==> config.mk <==
export PLATFORM = sky130hd
export DESIGN_NAME = dali_backward_frame_decoder
export DESIGN_NICKNAME = d
export VERILOG_FILES = /design/src/hw/rtl/dbfd_pkg.sv /design/src/hw/rtl/dbfd_edge_mem.sv /design/src/hw/rtl/dbfd_frame_check.sv /design/src/hw/rtl/dali_backward_frame_decoder.sv
export SDC_FILE = /design/constraint.sdc
export NUM_CORES = 1
export LEC_CHECK = 0
export BUFFER_PORTS_ARGS = -buffer_cell sky130_fd_sc_hd__buf_2
export CORE_MARGIN = 8
export CORE_UTILIZATION = 50
export CTS_BUF_LIST = sky130_fd_sc_hd__clkbuf_4
export DETAILED_ROUTE_END_ITERATION = 16
export GPL_TIMING_DRIVEN = 1
export PLACE_DENSITY_LB_ADDON = 0.12
export SYNTH_ARGS = -nofsm -noshare
export SYNTH_HDL_FRONTEND = slang
export SYNTH_SLANG_ARGS = --single-unit
==> constraint.sdc <==
create_clock -name clk_i -period 8.44 [get_ports clk_i]
set_input_delay 1.266 -clock clk_i [delete_from_list [all_inputs] [get_ports clk_i]]
set_output_delay 1.266 -clock clk_i [all_outputs]
set_load 0.05 [all_outputs]
==> src/hw/rtl/dbfd_pkg.sv <==
`timescale 1ns / 1ps

package dbfd_pkg;

  // Frame geometry: 18 half-bits carry a start bit and eight data bits.
  localparam int HALF_BITS   = 18;
  localparam int COUNT_MAX   = HALF_BITS - 1;
  localparam int DATA_BITS   = HALF_BITS / 2;
  localparam int ADDR_W      = $clog2(HALF_BITS);
  localparam int POS_W       = $clog2(HALF_BITS + 1);
  localparam int BYTE_W      = 8;
  localparam int CFG_W       = 16;
  localparam int EDGE_TIME_W = 16;
  localparam int TIME_BITS_DEF = 16;

  // Timing window reset values, microseconds
  localparam logic [CFG_W-1:0] HALF_MIN_RST = 16'd300;
  localparam logic [CFG_W-1:0] HALF_MAX_RST = 16'd550;
  localparam logic [CFG_W-1:0] FULL_MIN_RST = 16'd668;
  localparam logic [CFG_W-1:0] FULL_MAX_RST = 16'd1000;

  typedef enum logic {
    CMD_RECORD = 1'b0,
    CMD_EVAL   = 1'b1
  } cmd_e;

  typedef enum logic [1:0] {
    CFG_HALF_MIN = 2'd0,
    CFG_HALF_MAX = 2'd1,
    CFG_FULL_MIN = 2'd2,
    CFG_FULL_MAX = 2'd3
  } cfg_reg_e;

  typedef enum logic [1:0] {
    STS_NONE    = 2'd0,
    STS_INVALID = 2'd1,
    STS_DATA    = 2'd2
  } status_e;

  typedef enum logic [1:0] {
    FSM_IDLE,
    FSM_WALK,
    FSM_TAIL,
    FSM_DONE
  } fsm_e;

  // One memory port request
  typedef struct packed {
    logic              en;
    logic [ADDR_W-1:0] addr;
  } mem_req_t;

endpackage

==> src/hw/rtl/dbfd_edge_mem.sv <==
`timescale 1ns / 1ps

module dbfd_edge_mem import dbfd_pkg::*; #(
  parameter int TIME_BITS = TIME_BITS_DEF
) (
  input  logic                 clk_i,
  input  mem_req_t             wr_req_i,
  input  logic                 wr_level_i,
  input  logic [TIME_BITS-1:0] wr_time_i,
  input  mem_req_t             rd_req_i,
  output logic                 rd_level_o,
  output logic [TIME_BITS-1:0] rd_time_o
);

  // {level, time} per captured edge; no reset, entries are written before use
  logic [TIME_BITS:0] mem_q [HALF_BITS];
  logic [TIME_BITS:0] rd_data_q;

  always_ff @(posedge clk_i) begin
    if (wr_req_i.en) begin
      mem_q[wr_req_i.addr] <= {wr_level_i, wr_time_i};
    end
  end

  always_ff @(posedge clk_i) begin
    if (rd_req_i.en) begin
      rd_data_q <= mem_q[rd_req_i.addr];
    end
  end

  assign rd_level_o = rd_data_q[TIME_BITS];
  assign rd_time_o  = rd_data_q[TIME_BITS-1:0];

endmodule

==> src/hw/rtl/dbfd_frame_check.sv <==
`timescale 1ns / 1ps

module dbfd_frame_check import dbfd_pkg::*; (
  input  logic [HALF_BITS-1:0] stream_i,
  output logic                 ok_o,
  output logic [BYTE_W-1:0]    byte_o
);

  always_comb begin
    logic                 run_err;
    logic                 code_err;
    logic [1:0]           pair;
    logic [DATA_BITS-1:0] word;
    run_err  = 1'b0;
    code_err = 1'b0;
    word     = '0;
    pair     = '0;
    // no three equal half-bits in a row
    for (int k = 0; k < HALF_BITS - 2; k++) begin
      if (stream_i[k +: 3] == 3'b000 || stream_i[k +: 3] == 3'b111) begin
        run_err = 1'b1;
      end
    end
    // Manchester: 01 is a one, 10 a zero, first pair is the start bit
    for (int i = 0; i < DATA_BITS; i++) begin
      pair = stream_i[HALF_BITS - 1 - 2 * i -: 2];
      word[DATA_BITS - 1 - i] = (pair == 2'b01);
      if (pair == 2'b00 || pair == 2'b11) begin
        code_err = 1'b1;
      end
    end
    ok_o   = !run_err && !code_err && word[DATA_BITS-1];
    byte_o = ok_o ? word[BYTE_W-1:0] : '0;
  end

endmodule

==> src/hw/rtl/dali_backward_frame_decoder.sv <==
`timescale 1ns / 1ps

// Record command: busy stays low, so records may come back to back.
// Evaluate command with n stored edges: when n >= 2 the edges are walked with one
// edge-memory read per cycle, through the walk, tail and done states; when n < 2 it
// goes straight to done. busy is high until the strobe cycle. The result cannot be stalled.
// Reset (rst_ni, async, active low) empties the edge store and loads default windows.
module dali_backward_frame_decoder import dbfd_pkg::*; #(
  parameter int TIME_BITS = TIME_BITS_DEF
) (
  input  logic                   clk_i,
  input  logic                   rst_ni,
  // command channel
  input  logic                   start,
  output logic                   busy,
  input  logic                   cmd_i,
  input  logic                   edge_level_i,
  input  logic [EDGE_TIME_W-1:0] edge_time_i,
  // configuration write channel
  input  logic                   cfg_valid_i,
  output logic                   cfg_ready_o,
  input  logic [1:0]             cfg_index_i,
  input  logic [CFG_W-1:0]       cfg_data_i,
  // result strobe
  output logic                   result_valid_o,
  output logic [1:0]             status_o,
  output logic [BYTE_W-1:0]      answer_byte_o
);

  // Gap compare width covers both the time field and the 16-bit windows
  localparam int CMP_W = (TIME_BITS > CFG_W) ? TIME_BITS : CFG_W;

  // ---------------------------------------------------------------------------
  // Configuration registers
  // ---------------------------------------------------------------------------
  logic [CFG_W-1:0] half_min_q, half_max_q, full_min_q, full_max_q;

  assign cfg_ready_o = 1'b1;

  always_ff @(posedge clk_i or negedge rst_ni) begin
    if (!rst_ni) begin
      half_min_q <= HALF_MIN_RST;
      half_max_q <= HALF_MAX_RST;
      full_min_q <= FULL_MIN_RST;
      full_max_q <= FULL_MAX_RST;
    end else if (cfg_valid_i && cfg_ready_o) begin
      unique case (cfg_reg_e'(cfg_index_i))
        CFG_HALF_MIN: half_min_q <= cfg_data_i;
        CFG_HALF_MAX: half_max_q <= cfg_data_i;
        CFG_FULL_MIN: full_min_q <= cfg_data_i;
        CFG_FULL_MAX: full_max_q <= cfg_data_i;
      endcase
    end
  end

  // ---------------------------------------------------------------------------
  // Command transfer and edge store
  // ---------------------------------------------------------------------------
  fsm_e state_q, state_d;

  logic rec_fire, eval_fire;
  assign rec_fire  = start && !busy && (cmd_i == CMD_RECORD);
  assign eval_fire = start && !busy && (cmd_i == CMD_EVAL);

  // edge count saturates at the last entry; further edges overwrite it
  logic [ADDR_W-1:0] edge_cnt_q, edge_cnt_d;
  logic [ADDR_W-1:0] eval_n_q;

  always_comb begin
    edge_cnt_d = edge_cnt_q;
    if (eval_fire) begin
      edge_cnt_d = '0;
    end else if (rec_fire && edge_cnt_q < ADDR_W'(COUNT_MAX)) begin
      edge_cnt_d = edge_cnt_q + ADDR_W'(1);
    end
  end

  mem_req_t             wr_req, rd_req;
  logic [TIME_BITS-1:0] wr_time;
  logic                 rd_level;
  logic [TIME_BITS-1:0] rd_time;

  assign wr_req.en   = rec_fire;
  assign wr_req.addr = edge_cnt_q;
  // first edge of a frame is the time origin
  assign wr_time     = (edge_cnt_q == '0) ? '0 : TIME_BITS'(edge_time_i);

  dbfd_edge_mem #(
    .TIME_BITS (TIME_BITS)
  ) u_edge_mem (
    .clk_i      (clk_i),
    .wr_req_i   (wr_req),
    .wr_level_i (edge_level_i),
    .wr_time_i  (wr_time),
    .rd_req_i   (rd_req),
    .rd_level_o (rd_level),
    .rd_time_o  (rd_time)
  );

  // ---------------------------------------------------------------------------
  // Walk over stored edges: read entry k, classify gap (k-1 -> k) when it returns.
  // The memory sees no write while busy, so reads never collide with writes.
  // ---------------------------------------------------------------------------
  logic [ADDR_W-1:0]    rd_addr_q, rd_idx_q;
  logic                 rd_vld_q;
  logic                 prev_lvl_q;
  logic [TIME_BITS-1:0] prev_time_q;
  logic                 err_q;

  logic                 backward, in_short, in_long, gap_err;
  logic [TIME_BITS-1:0] gap;
  logic [CMP_W-1:0]     gap_x;
  logic                 pair_rd, last_rd;

  assign backward = rd_time < prev_time_q;
  assign gap      = rd_time - prev_time_q;
  assign gap_x    = CMP_W'(gap);
  // short window takes priority over long
  assign in_short = (gap_x >= CMP_W'(half_min_q)) && (gap_x <= CMP_W'(half_max_q));
  assign in_long  = (gap_x >= CMP_W'(full_min_q)) && (gap_x <= CMP_W'(full_max_q));
  assign gap_err  = backward || !(in_short || in_long);

  assign pair_rd  = rd_vld_q && (rd_idx_q != '0);
  assign last_rd  = rd_vld_q && (rd_idx_q == eval_n_q - ADDR_W'(1));

  // ---------------------------------------------------------------------------
  // Sequencer
  // ---------------------------------------------------------------------------
  logic [1:0] app_n;
  logic       app_lvl;
  logic       fin;

  always_comb begin
    state_d = state_q;
    unique case (state_q)
      FSM_IDLE: begin
        if (eval_fire) begin
          state_d = (edge_cnt_q < ADDR_W'(2)) ? FSM_DONE : FSM_WALK;
        end
      end
      FSM_WALK: begin
        if (last_rd) begin
          state_d = FSM_TAIL;
        end
      end
      FSM_TAIL: state_d = FSM_DONE;
      FSM_DONE: state_d = FSM_IDLE;
    endcase
  end

  always_comb begin
    busy        = 1'b0;
    rd_req.en   = 1'b0;
    rd_req.addr = rd_addr_q;
    app_n       = 2'd0;
    app_lvl     = prev_lvl_q;
    fin         = 1'b0;
    unique case (state_q)
      FSM_IDLE: ;
      FSM_WALK: begin
        busy      = 1'b1;
        rd_req.en = rd_addr_q < eval_n_q;
        if (pair_rd && !gap_err) begin
          app_n = (!in_short) ? 2'd2 : 2'd1;
        end
      end
      FSM_TAIL: begin
        busy  = 1'b1;
        app_n = 2'd1;  // last edge always counts as one half-bit
      end
      FSM_DONE: begin
        busy = 1'b1;
        fin  = 1'b1;
      end
    endcase
  end

  // ---------------------------------------------------------------------------
  // Half-bit stream, filled MSB first; bits past the end are dropped
  // ---------------------------------------------------------------------------
  logic [HALF_BITS-1:0] stream_q, stream_d;
  logic [POS_W-1:0]     pos_q, pos_d;

  always_comb begin
    stream_d = stream_q;
    pos_d    = pos_q;
    if (eval_fire) begin
      stream_d = '0;
      pos_d    = '0;
    end else begin
      for (int j = 0; j < 2; j++) begin
        if (2'(j) < app_n && pos_d < POS_W'(HALF_BITS)) begin
          stream_d[POS_W'(HALF_BITS - 1) - pos_d] = app_lvl;
          pos_d = pos_d + POS_W'(1);
        end
      end
    end
  end

  logic              chk_ok;
  logic [BYTE_W-1:0] chk_byte;

  dbfd_frame_check u_frame_check (
    .stream_i (stream_q),
    .ok_o     (chk_ok),
    .byte_o   (chk_byte)
  );

  // ---------------------------------------------------------------------------
  // Result
  // ---------------------------------------------------------------------------
  logic              res_vld_q;
  status_e           status_q, status_d;
  logic [BYTE_W-1:0] byte_q, byte_d;

  always_comb begin
    status_d = STS_INVALID;
    byte_d   = '0;
    if (eval_n_q == '0) begin
      status_d = STS_NONE;
    end else if (eval_n_q != ADDR_W'(1) && !err_q && chk_ok) begin
      status_d = STS_DATA;
      byte_d   = chk_byte;
    end
  end

  // ---------------------------------------------------------------------------
  // Registers
  // ---------------------------------------------------------------------------
  always_ff @(posedge clk_i or negedge rst_ni) begin
    if (!rst_ni) begin
      state_q    <= FSM_IDLE;
      edge_cnt_q <= '0;
      rd_vld_q   <= 1'b0;
      res_vld_q  <= 1'b0;
    end else begin
      state_q    <= state_d;
      edge_cnt_q <= edge_cnt_d;
      rd_vld_q   <= rd_req.en;
      res_vld_q  <= fin;
    end
  end

  always_ff @(posedge clk_i) begin
    if (eval_fire) begin
      eval_n_q  <= edge_cnt_q;
      rd_addr_q <= '0;
      err_q     <= 1'b0;
    end else begin
      if (rd_req.en) begin
        rd_addr_q <= rd_addr_q + ADDR_W'(1);
      end
      if (pair_rd && gap_err) begin
        err_q <= 1'b1;
      end
    end
    rd_idx_q <= rd_addr_q;
    if (rd_vld_q) begin
      prev_lvl_q  <= rd_level;
      prev_time_q <= rd_time;
    end
    stream_q <= stream_d;
    pos_q    <= pos_d;
    if (fin) begin
      status_q <= status_d;
      byte_q   <= byte_d;
    end
  end

  assign result_valid_o = res_vld_q;
  assign status_o       = status_q;
  assign answer_byte_o  = byte_q;

`ifndef SYNTHESIS
  a_cnt_range: assert property (@(posedge clk_i) disable iff (!rst_ni)
    edge_cnt_q <= ADDR_W'(COUNT_MAX))
    else $error("edge count beyond store");

  a_no_write_busy: assert property (@(posedge clk_i) disable iff (!rst_ni)
    busy |-> !wr_req.en)
    else $error("edge store written during evaluation");

  a_single_strobe: assert property (@(posedge clk_i) disable iff (!rst_ni)
    result_valid_o |=> !result_valid_o)
    else $error("result strobe longer than one cycle");

  a_byte_zero: assert property (@(posedge clk_i) disable iff (!rst_ni)
    (result_valid_o && status_o != STS_DATA) |-> (answer_byte_o == '0))
    else $error("answer byte set without valid data");

  a_strobe_after_done: assert property (@(posedge clk_i) disable iff (!rst_ni)
    result_valid_o |-> $past(state_q == FSM_DONE))
    else $error("result strobe without completed evaluation");
`endif

endmodule

Word level (Yosys, flattened, before mapping). Memory sizes are Yosys's and may differ from the RTL's. A register that Yosys moved wholly into a read port is not among the register bits. Cells that the tools add are included.

Input bits: 40. Output and inout port bits: 13. Logic and storage cells: 232. Memories kept: 1. Memory bits (writable): 306. Register bits after elaboration: 139.

Memories: u_edge_mem.mem_q (depth 18, width 17, read ports 1, clocked after memory_dff 1, write ports 1, line dbfd_edge_mem.sv:16) `logic [TIME_BITS:0] mem_q [HALF_BITS];`.

Multiplexer cells: 53. Eq/ne operators: 44. Reductions and logical operators: 89. Bitwise logic cells: 3. Order comparisons: 16. Add/sub/neg operators: 8.

Operators with widths (number): 18-bit 2-to-1 mux (3); 3-bit == test, second input constant (16); 3-bit logical NOT (16); 18-bit bitwise mux (2); 16-bit greater-or-equal comparator (2); 16-bit <= comparator (2); 1-bit 2-to-1 mux (32); 1-bit logical OR (27); 2-bit == test, second input constant (13); 5-bit 2-to-1 mux (5); 2-bit by 1-bit == test with 1-bit output, second input constant (11); 2-bit logical NOT (11); 5-bit by 1-bit adder with 5-bit output, second input constant (4); 1-bit logical AND (18); 16-bit less-than comparator (1); 16-bit 2-to-1 mux (1); 16-bit subtractor (1); 5-bit less-than comparator, second input constant (3); 5-bit by 6-bit less-than comparator with 1-bit output, second input constant (2); 2-bit 2-to-1 mux (6); 1-bit demux with 5-bit select (2); 5-bit by 1-bit greater-or-equal comparator with 1-bit output, second input constant (2); 5-bit logical NOT (2); 2-bit AND reduction (5); other kinds (15) (26).

Depth between registers and ports, before layout.
Word-level depth: 24. Depth in mapped cells: 29. Depth with buffers taken out: 27.

Cells and area by module. A second synthesis with hierarchy kept.

Cell total of the unflattened synthesis: 1534. Area, all modules: 21675.8 µm².

Modules (own cells, without submodules): dbfd_edge_mem (instances 1, area each 12351.8 µm², sequential area each 9699.3 µm², cells an instance 576); dali_backward_frame_decoder (instances 1, area each 8618.3 µm², sequential area each 3492.1 µm², cells an instance 871); dbfd_frame_check (instances 1, area each 705.7 µm², sequential area each 0.0 µm², cells an instance 87).

Worst setup path after synthesis. OpenSTA, ideal clock, no wires.

Path kind: flip-flop to flip-flop. Start: register u_edge_mem.rd_data_q[1] (read register of u_edge_mem.mem_q). End: register stream_q[1]. Buffers on the path: 2. Stages on the path, launching flop included: 29. Data arrival time: 5.731 ns. Data required time: 8.308 ns. Path slack: 2.577 ns. Period minus slack after synthesis: 5.863 ns. Library setup time: 0.132 ns. Path through: edfxtp_1 ha_1 nor2b_1 o21ai_0 a21boi_0 o21ai_0 a21boi_0 o21ai_0 a21oi_1 o31ai_1 nand3_1 o211ai_1 ha_1 a21oi_1 o21ai_0 a311oi_1 o21ai_0 a32oi_1 o31ai_2 and2_1 clkbuf_1 buf_2 o21ai_1 inv_1 ha_1 nand4b_1 mux2i_4 a31oi_1 mux2i_1.

Longest elaborated chain between the ends: 21. Elaborated cells between the ends (all ways): 33. Those cells by class: add/sub (2); order compare (10); mux (11); reduce/logical (10).

RTL lines: start: declaration (line dbfd_edge_mem.sv:17) `logic [TIME_BITS:0] rd_data_q;`; 16-bit subtractor (line dali_backward_frame_decoder.sv:116) `assign gap = rd_time - prev_time_q;`; 16-bit greater-or-equal comparator (tied with other cells) (line dali_backward_frame_decoder.sv:119) `assign in_short = (gap_x >= CMP_W'(half_min_q)) && (gap_x <= CMP_W'(half_max_q));`; 1-bit logical AND, on equally long branches (line dali_backward_frame_decoder.sv:119, dali_backward_frame_decoder.sv:120); 1-bit logical OR (line dali_backward_frame_decoder.sv:121) `assign gap_err = backward || !(in_short || in_long);`; 1-bit logical NOT (line dali_backward_frame_decoder.sv:121); 1-bit logical OR (line dali_backward_frame_decoder.sv:121); 1-bit logical NOT (line dali_backward_frame_decoder.sv:163) `if (pair_rd && !gap_err) begin`; 1-bit logical AND (line dali_backward_frame_decoder.sv:163); [... 5 more ...]; 5-bit 2-to-1 mux (line dali_backward_frame_decoder.sv:187) `if (eval_fire) begin`; 5-bit subtractor (line dali_backward_frame_decoder.sv:193) `stream_d[POS_W'(HALF_BITS - 1) - pos_d] = app_lvl;`; 5-bit by 6-bit less-than comparator with 1-bit output (implied by the code) / 5-bit by 1-bit greater-or-equal comparator with 1-bit output (equally long branches) (line dali_backward_frame_decoder.sv:193); 1-bit logical AND (implied by the code) (line dali_backward_frame_decoder.sv:193); 1-bit 2-to-1 mux (implied by the code) (line dali_backward_frame_decoder.sv:193); 1-bit demux with 5-bit select (line dali_backward_frame_decoder.sv:193); 18-bit bitwise mux (line dali_backward_frame_decoder.sv:193); 18-bit 2-to-1 mux (*) (line dali_backward_frame_decoder.sv:192) `if (2'(j) < app_n && pos_d < POS_W'(HALF_BITS)) begin`; end signal: assignment (line dali_backward_frame_decoder.sv:262) `stream_q <= stream_d;`; end: declaration (line dali_backward_frame_decoder.sv:181) `logic [HALF_BITS-1:0] stream_q, stream_d;`.

Every way passes the cells marked *; elsewhere a longest branch is shown, timed or not. The select of a mux whose other input is x is not followed. A chain may end at the register's enable or synchronous reset.

Worst setup path in the final report. Same ends and word-level chain as after synthesis.

==> results.md <==
Clocking
- 0 — number of buffers added for setup after CTS
- 0 — CTS Hold Buffers Added
- 3 — largest buffer count on any clock path
- 3 — maximum level of the CTS H-tree
- 0 — # resized after CTS
- 0.86 ns — Clk Latency, worst-skew pair
- 0.06 ns — clock-pin slew reported for the worst setup and hold paths after clock tree synthesis
- clkbuf_4 — Root Buffer Master
- 118 — cts bufs inserted
- built — clock tree from TritonCTS
- 462 — Num Clock Sinks

STA
- 0.0738 ns — Worst Skew
- 16.9% — relative slew slack
- 0.145 GHz — maximum frequency from static timing analysis
- 81.6% — fraction of the cycle the final worst path needs
- 0 — setup-violating endpoint count in the final report
- 6.89 ns — time the worst path needs with I/O delays and setup
- 0 — Max Transition Viols Final
- 0 ns — setup total negative slack
- 0.421 ns — Hold Slack
- false — unrepaired setup endpoints after global routing
- 0 — number of hold-slack violations in the final timing report
- 1.24 ns — slew at the pin with the worst max-slew slack
- 1.55 ns — crit path setup slack, layout

Logic synthesis
- 14.5 um^2 — average cell area after synthesis
- 462 — flop and latch count out of synthesis
- edfxtp_1 — prevailing post-synth register cell
- 1646 — synthesized net count
- 73 — distinct cell type count of the synthesized netlist
- 21400 um^2 — Post-Synthesis Cell Area
- 0 — total of warnings raised by yosys
- 15.8% — share of synthesized registers carrying an async set or reset
- 61.6% — proportion of synthesized chip area in sequential cells
- 355 — count of flip-flops with a built-in enable after synthesis
- 1473 — count of mapped cells out of synthesis

Placement
- 22400 um^2 — placed cell area
- 28600 um — detailed placement HPWL
- 51 — number of buffer cells added on primary ports
- 0.849 — routability cong.
- 2038 — number of cells in the design after placement
- 1.64 ns — post-placement setup slack

Route
- 12531 — Via Count
- 5 — Detailed Routing Iterations Pass 1
- 46300 um — Detailed Route WL
- 0 — Post-route DRC
- 769 — drt first-iter violations
- 20.6 um — final routed wire length divided by cell count
- 0 — post-route ant nets
- 5.59 — number of vias per cell

Critical path
- 1.55 ns — R2R Setup Slk
- 7.55 ns — critical path data arrival time
- flip-flop to flip-flop — startpoint-to-endpoint class of the critical path
- 9.10 ns — data required time of the critical path
- 20 — CP Max Fanout
- flip-flop — nature of the critical path startpoint
- flip-flop — crit path capture type
- 26 — worst r2r path cells
- stream_q[1]$_SDFF_PP0_ — RR Endpoint
- u_edge_mem.rd_data_q[1]$_DFFE_PP_ — Reg-to-Reg Start

Global routing
- 0 — GRT Residual Overflow
- 19.0% — Total Routing Usage GR
- 3 — number of antenna violations at the first check in global routing
- 12951 — via count of the first global-routing pass
- 73300 um — first-pass GRT wire length
- 74 — maximum number of pins on one net before global-route repair

Die
- 76 — FP Rows
- 49700 um^2 — total die area
- 223 um — height of the die
- 42700 um^2 — standard cell core area
- 223 um — die extent in x
- 53 — number of ports placed on the die boundary
- 50.2% — effective utilization at floorplan

Finish
- 11.5% — area overhead of the layout relative to synthesis
- 2241 — fin cells
- 25.6% — proportion of layout cells with a drive suffix above 1
- 3565 — Filler Cell Count
- 7650 um^2 — area used by multi-input combinational logic
- 13200 um^2 — FF/Latch Area
- edfxtp_1 — leading cell type in the layout, fill and taps excluded
- 1785 — NumNets Final
- edfxtp_1 (355), clkbuf_4 (171), ha_1 (132) — top library cells by usage in the layout, fill and taps aside
- 23900 um^2 — final instance area

Run
- 0 — max-cap violation count

Hold path
- rd_addr_q[1]$_SDFFE_PP0P_ — beginning of the worst hold path
- rd_idx_q[1]$_DFF_P_ — sink of the worst hold path
- flip-flop to flip-flop — type of the worst min-delay path
- 0 — Hold Crit Depth

Power
- 0.172 mV — worst voltage drop across the vdd grid
- 9.07 nW — reported leakage power
- 356 nW/um^2 — cell area power density

Outcome
- finished clean — outcome

synthesized netlist by cell type, types with 16 or more instances:
| master | count | area [um^2] |
|---|---|---|
| dfstp_2 | 19 | 499 |
| mux2i_1 | 41 | 410 |
| ha_1 | 132 | 1650 |
| xnor2_1 | 18 | 158 |
| clkbuf_1 | 34 | 128 |
| mux2_2 | 49 | 552 |
| edfxtp_1 | 355 | 10700 |
| a21oi_1 | 60 | 300 |
| dfxtp_1 | 34 | 681 |
| o21ai_0 | 49 | 245 |
| and2_1 | 16 | 100 |
| nand3_1 | 34 | 170 |
| nand2_1 | 73 | 274 |
| nor3_1 | 21 | 105 |
| nor2b_1 | 31 | 194 |
| mux4_2 | 85 | 1910 |
| inv_1 | 126 | 473 |
| nor2_1 | 67 | 251 |
| dfrtp_1 | 54 | 1350 |
worst max path at each step:
| stage | start | cells after the start | to |
|---|---|---|---|
| floorplan | u_edge_mem.rd_data_q[1]$_DFFE_PP_ | 28 | stream_q[1]$_SDFF_PP0_ |
| global route | prev_time_q[1]$_DFFE_PP_ | 27 | stream_q[2]$_SDFF_PP0_ |
| CTS | u_edge_mem.rd_data_q[1]$_DFFE_PP_ | 26 | stream_q[1]$_SDFF_PP0_ |
| finish | u_edge_mem.rd_data_q[1]$_DFFE_PP_ | 26 | stream_q[1]$_SDFF_PP0_ |
| detailed placement | u_edge_mem.rd_data_q[1]$_DFFE_PP_ | 26 | stream_q[7]$_SDFF_PP0_ |
| global placement | prev_time_q[1]$_DFFE_PP_ | 27 | stream_q[7]$_SDFF_PP0_ |
layer usage:
metal | wire length [um] | global-route usage [%] | vias up
li1 | - | - | 5887
met1 | 19900 | 24.2 | 6240
met2 | 22900 | 31.5 | 303
met3 | 2160 | 4.11 | 101
met4 | 1290 | 7.39 | 0
met5 | 0 | 0 | -
critical path, cell delays in order, from the launching register on:
cell and delay, ns:
edfxtp_1 0.41, ha_1 0.30, nor2b_1 0.12, o21ai_0 0.19, a21boi_0 0.14, o21ai_0 0.24, a21boi_0 0.16, o21ai_0 0.28
a21oi_1 0.15, o31ai_1 0.44, nand3_1 0.13, o211ai_1 0.21, ha_1 0.34, a21oi_1 0.14, o21ai_0 0.13, a311oi_1 0.27
o21ai_0 0.17, a32oi_1 0.53, o31ai_2 0.22, and2_1 0.38, o21ai_1 0.39, inv_1 0.15, ha_1 0.29, nand4b_1 0.24
mux2i_4 0.36, a31oi_1 0.17, mux2i_1 0.17
cell families after synthesis:
logic type	share of synthesized area (%)
other cells	0.0175
fa+ha+maj	7.80
xor+xnor	1.26
buf+inv	3.15
flops	61.6
mux	13.5
compound gates	5.60
simple gates	7.08
per-stage QoR:
| step | total power [W] | utilization [%] |
|---|---|---|
| 2_1_floorplan | 0.00571 | - |
| 3_3_place_gp | 0.00664 | 52.5 |
| 3_5_place_dp | 0.00670 | 52.5 |
| 4_1_cts | 0.00862 | 55.9 |
| 5_1_grt | 0.00919 | 55.9 |
| 6_report | 0.00851 | 55.9 |
flip-flops by register name, summed over array words and instances, names as in the netlist, 2 cells and up:
name and cells:
u_edge_mem.mem_q 306, stream_q 18, u_edge_mem.rd_data_q 17, full_max_q 16, full_min_q 16, half_max_q 16
half_min_q 16, prev_time_q 16, answer_byte_o 8, edge_cnt_q 5, eval_n_q 5, pos_q 5
rd_addr_q 5, rd_idx_q 5, state_q 2, status_o 2
layout make-up:
type / count / area share (%)
flip-flops and latches: 462 / 55.3
multi-input cells: 835 / 32.0
clock buffers: 171 / 5.37
well taps: 546 / 2.86
inverters: 126 / 1.98
repair buffers: 69 / 1.64
clock inverters: 30 / 0.838
diodes: 2 / 0.0210
power by group:
group          switching, W  internal [W]
clock              0.000889      0.000988
sequential         0.000258       0.00291
combinational       0.00202       0.00144
total               0.00317       0.00534
Note: power is estimated with default switching activity, not from simulation.
